[config.mk]
export PLATFORM = sky130hd
export DESIGN_NAME = hkqm_edge
export DESIGN_NICKNAME = d
export VERILOG_FILES = /design/src/hdl/hkqm_pkg.sv /design/src/hdl/hkqm_edge.sv
export SDC_FILE = /design/constraint.sdc
export NUM_CORES = 2
export LEC_CHECK = 0
export BUFFER_PORTS_ARGS = -buffer_cell sky130_fd_sc_hd__clkbuf_2
export CAP_MARGIN = 30
export CORE_ASPECT_RATIO = 0.5
export CORE_MARGIN = 8
export CORE_UTILIZATION = 44
export DETAILED_ROUTE_END_ITERATION = 6
export PLACE_DENSITY = 0.66
export SLEW_MARGIN = 30
export SYNTH_ARGS = -nofsm -noshare
export SYNTH_HDL_FRONTEND = slang
export SYNTH_SLANG_ARGS = --single-unit
[constraint.sdc]
create_clock -name clock -period 11.3 [get_ports clock]
set_input_delay 2.26 -clock clock [delete_from_list [all_inputs] [get_ports clock]]
set_output_delay 2.26 -clock clock [all_outputs]
set_load 0.02 [all_outputs]
[src/hdl/hkqm_pkg.sv]
package hkqm_pkg;

   localparam int COORD_BITS = 12;
   localparam int CNT_W      = 12;
   localparam int FRAC_W     = 4;
   localparam int VERT_W     = COORD_BITS + FRAC_W;
   localparam int SLOT_W     = 16;
   localparam int PNT_W      = CNT_W + FRAC_W;
   localparam int DIFF_W     = PNT_W + 1;
   localparam int PROD_W     = 2 * DIFF_W;
   localparam int HUE_W      = 10;
   localparam int CSR_ADDR_W = 6;
   localparam int CSR_DATA_W = 64;
   localparam int NUM_VERT   = 4;

   typedef logic [2:0] reg_idx_type;

   localparam reg_idx_type REG_HUE_MIN     = 3'd0;
   localparam reg_idx_type REG_HUE_MAX     = 3'd1;
   localparam reg_idx_type REG_SAT_MIN     = 3'd2;
   localparam reg_idx_type REG_VAL_MIN     = 3'd3;
   localparam reg_idx_type REG_FRAME_WIDTH = 3'd4;
   localparam reg_idx_type REG_WARPED_MODE = 3'd5;
   localparam reg_idx_type REG_QUAD_FIRST  = 3'd6;
   localparam reg_idx_type REG_QUAD_SECOND = 3'd7;

   localparam logic [HUE_W-1:0] HUE_MIN_RESET     = 10'd0;
   localparam logic [HUE_W-1:0] HUE_MAX_RESET     = 10'd255;
   localparam logic [CNT_W-1:0] FRAME_WIDTH_RESET = 12'd320;

   typedef struct packed {
      logic [7:0] hue;
      logic [7:0] sat;
      logic [7:0] val;
      logic       frame_start;
   } req_type;

   typedef struct packed {
      logic             pixel_on;
      logic [CNT_W-1:0] column;
      logic [CNT_W-1:0] row;
   } rsp_type;

   typedef struct packed {
      logic [PNT_W-1:0] x;
      logic [PNT_W-1:0] y;
   } point_type;

   function automatic logic [PNT_W-1:0] vertex_coord(logic [SLOT_W-1:0] slot);
      return PNT_W'(slot[VERT_W-1:0]);
   endfunction

   function automatic logic hue_in_window(logic signed [HUE_W:0] h,
                                          logic [HUE_W-1:0] lo,
                                          logic [HUE_W-1:0] hi);
      return (h >= $signed(lo)) && (h <= $signed(hi));
   endfunction

endpackage

[src/hdl/hkqm_edge.sv]
module hkqm_edge (
   input  logic                clock,
   input  logic                load,
   input  hkqm_pkg::point_type pnt,
   input  hkqm_pkg::point_type va,
   input  hkqm_pkg::point_type vb,
   output logic                crossing
);
   import hkqm_pkg::*;

   logic signed [DIFF_W-1:0] dy;
   logic signed [DIFF_W-1:0] dx_pnt;
   logic signed [DIFF_W-1:0] dx_edge;
   logic signed [DIFF_W-1:0] dy_pnt;
   logic signed [PROD_W-1:0] lhs_in, lhs_ff;
   logic signed [PROD_W-1:0] rhs_in, rhs_ff;
   logic                     spans_in, spans_ff;
   logic                     dypos_in, dypos_ff;

   assign dy      = $signed({1'b0, vb.y})  - $signed({1'b0, va.y});
   assign dx_pnt  = $signed({1'b0, pnt.x}) - $signed({1'b0, va.x});
   assign dx_edge = $signed({1'b0, vb.x})  - $signed({1'b0, va.x});
   assign dy_pnt  = $signed({1'b0, pnt.y}) - $signed({1'b0, va.y});

   assign lhs_in   = dx_pnt * dy;
   assign rhs_in   = dx_edge * dy_pnt;
   assign spans_in = ((va.y <= pnt.y) && (pnt.y < vb.y)) ||
                     ((vb.y <= pnt.y) && (pnt.y < va.y));
   assign dypos_in = vb.y > va.y;

   always_ff @(posedge clock) begin
      if (load) begin
         lhs_ff   <= lhs_in;
         rhs_ff   <= rhs_in;
         spans_ff <= spans_in;
         dypos_ff <= dypos_in;
      end
   end

   assign crossing = spans_ff && (dypos_ff ? (lhs_ff < rhs_ff) : (lhs_ff > rhs_ff));

endmodule

==> flow_metrics.tcl <==
set metrics [dict create \
    crit_fanout 11 \
    grt_pass1_wl_um 128000 \
    postCtsHoldBufs 0 \
    top_area_cell_type_share_of_the_netlist_area_pct 42.7 \
    grt_start_max_net_pins 71 \
    setup_repair_after_global_routing_missed_its_margin "no" \
    synth.top_cells.by_count "741 x sky130_fd_sc_hd__inv_1, 598 x sky130_fd_sc_hd__fa_1, 328 x sky130_fd_sc_hd__nor2_1" \
    timing.slew.headroom_pct 30.2 \
    finalWeightedCongestion 0.978 \
    synth_async_sr_flop_share_pct 0 \
    crit_path_end_kind "register" \
    max_slew_vio_count 0 \
    synth-compound-area-share_pct 8.29 \
    netlist_area_mm2 0.0280 \
    routed_wl_um 78800 \
    fin_tns_setup_ns 0 \
    drv.max_cap_violation_count 0 \
    antenna_left 0 \
    clkSinkCount 70 \
    number_of_failing_setup_endpoints_in_the_final_timing_report 0 \
    synth-simple-area-share_pct 13.5 \
    global_routing_met1_resource_utilization_pct 28.5 \
    cts.htree.levels 3 \
    synthDominantAreaCellType "sky130_fd_sc_hd__fa_1" \
    cts_made_buffers 9 \
    remaining_routing_drc_violations 0 \
    fin_worst_hold_slack_ns 2.68 \
    criticalPathCategory "in -> reg" \
    busiest_layer "met2" \
    final.period_utilization_pct 93.2 \
    first_global_vias 23703 \
    place_hpwl_um 67900 \
    timing_hold_violations_final 0 \
    dieHeight_um 194 \
    synth.area.top_cells "sky130_fd_sc_hd__fa_1 43%, sky130_fd_sc_hd__ha_1 13%, sky130_fd_sc_hd__inv_1 9.9%" \
    critical_path_max_stage_delay_ns 0.96 \
    ys_seq_area_share_pct 7.50 \
    area_of_the_core_mm2 0.0630 \
    antenna_found_initial 1 \
    ctsLongestPathBuffers 2 \
    worst_path_most_repeated_cell "sky130_fd_sc_hd__inv_1" \
    grt.total_usage_pct 22.2 \
    die_area_mm2 0.0725 \
    syn_inst 3108 \
    detailedRoute.firstPassIterationCount 5 \
    cp_data_required_time_ns 11.42 \
    cts.repair_timing.setup_buffer_count 0 \
    cts.root.buffer_cell "sky130_fd_sc_hd__clkbuf_16" \
    worst_pin_slew_ns 1.04 \
    synth_most_common_cell "sky130_fd_sc_hd__inv_1" \
    synth_top_family_by_area "adder cells" \
    netlist-cell-type-count 71 \
    io_pins 99 \
    die_x_um 373 \
    synth_mux_area_share_pct 0.0357 \
    synth_edf_count 70 \
    fmax_mhz 95.0 \
    drt_iter0_markers 1643 \
    layout_min_cycle_time_ns 10.53 \
    tritoncts "yes" \
    run_status "finished, final reports clean" \
    finalCoreUtilization_pct 48.2 \
    worst_ep_arrival_time_ns 10.65 \
    synth.net_count 4088 \
    area_delta_synth_final_pct 8.38 \
    place.port_buffers 98 \
    globalRouteMet2Util_pct 37.8 \
    fraction_of_layout_cells_with_a_size_suffix_above_1_pct 7.49 \
    min-delay-path-class "in -> reg" \
    synth_area_per_cell_um2 9.01 \
    gr-total-overflow 0 \
    yosys_warnings 0 \
    synth_xor_xnor_area_share_pct 4.50 \
    critical-path-slowest-cell "sky130_fd_sc_hd__fa_1" \
    detail_route.vias_per_cell 5.37 \
    worstSetupStartpointType "primary input" \
    adder_cell_area_share_of_the_yosys_netlist_pct 55.4 \
    rows 65 \
    globalRouteMet3Util_pct 4.06 \
    synth-seq-cells 70 \
    finalNetCount 4231 \
    wl_per_cell_um 19.2 \
    detailroute.via_count 21992 \
    synthFlopType "sky130_fd_sc_hd__edfxtp_1" \
    initial_core_util_pct 44.4 \
    ctsResizeCount 0 \
    clock_input_transition_at_the_sequential_cells_of_the_worst_setup_and_hold_paths_ns 0.07 \
]
[metal layers]
layer / share of wire, % / vias to the layer above
met2: 47 / 813
met1: 41 / 11128
met4: 3.9 / 0
met5: 0 / -
li1: - / 9871
met3: 8.2 / 180
[stage by stage]
stage	std cells	area [um^2]	setup slack (ns)
after floorplan	3108	28000	1.15
after global placement	4077	30000	0.637
after detailed placement	4077	30000	0.505
after CTS	4093	30300	0.869
after global routing	4094	30400	0.186
final	4094	30400	0.770
[area by class of cell]
class	instances	area (um^2)
fillers	5985	32700
clock inverters	7	62.6
well taps	837	1050
inverters	741	2780
repair buffers	188	1170
multi-input cells	2241	23000
flip-flops and latches	70	2100
diodes	1	2.50
clock buffers	9	225
[final timing paths]
path / from / cells after the start / end / slack, ns
setup / recovery: va[18] / 29 / lhs_ff[32]$_DFFE_PP_ / 0.77
hold / removal: load / 2 / lhs_ff[4]$_DFFE_PP_ / 2.68
[cells by family (layout without fill, tap and decap cells)]
group,Yosys count,count (layout)
xor+xnor,144,144
compound gates,349,349
other cells,0,1
fa+ha+maj,882,882
mux,1,1
buf+inv,797,945
flops,70,70
simple gates,865,865
[state kept, by name (all words and copies together) (netlist names)]
register  flops
lhs_ff       34
spans_ff      1
rhs_ff       34
dypos_ff      1
[critical path: cells and delay by family]
family	cells	cell delay, ns
simple gates	6	1.20
compound gates	9	2.86
fa+ha+maj	7	3.63
xor+xnor	1	0.13
buf+inv	6	0.57
[cell usage in the layout, fill, tap and decap left out, types with 5 or more instances in the layout]
cell type                     n
sky130_fd_sc_hd__a21oi_1     95
sky130_fd_sc_hd__xnor2_1     94
sky130_fd_sc_hd__o21a_1      32
sky130_fd_sc_hd__a21o_1      45
sky130_fd_sc_hd__clkbuf_16    9
sky130_fd_sc_hd__nor2b_1     19
sky130_fd_sc_hd__o2111ai_1    6
sky130_fd_sc_hd__nand2b_1    37
sky130_fd_sc_hd__or2_2       17
sky130_fd_sc_hd__fa_1       598
sky130_fd_sc_hd__o31a_1       5
sky130_fd_sc_hd__nor3_1      48
sky130_fd_sc_hd__xor2_1      41
sky130_fd_sc_hd__and3_1       8
sky130_fd_sc_hd__nand2_1    300
sky130_fd_sc_hd__and2_1      20
sky130_fd_sc_hd__buf_4       90
sky130_fd_sc_hd__a21boi_0     6
sky130_fd_sc_hd__edfxtp_1    70
sky130_fd_sc_hd__o21ai_0     60
sky130_fd_sc_hd__or3_1       18
sky130_fd_sc_hd__nor2_1     327
sky130_fd_sc_hd__o21bai_1    12
sky130_fd_sc_hd__xnor2_2      6
sky130_fd_sc_hd__clkbuf_2    97
sky130_fd_sc_hd__o31ai_1      8
sky130_fd_sc_hd__nand4_1     18
sky130_fd_sc_hd__a31oi_1      8
sky130_fd_sc_hd__inv_1      741
sky130_fd_sc_hd__o211ai_1     9
sky130_fd_sc_hd__nand3_1     34
sky130_fd_sc_hd__a211oi_1    10
sky130_fd_sc_hd__ha_1       284
sky130_fd_sc_hd__o21ai_1      5
Power is not shown: default switching activity piles up to over one toggle a cycle in this logic, so the estimate is an artifact.
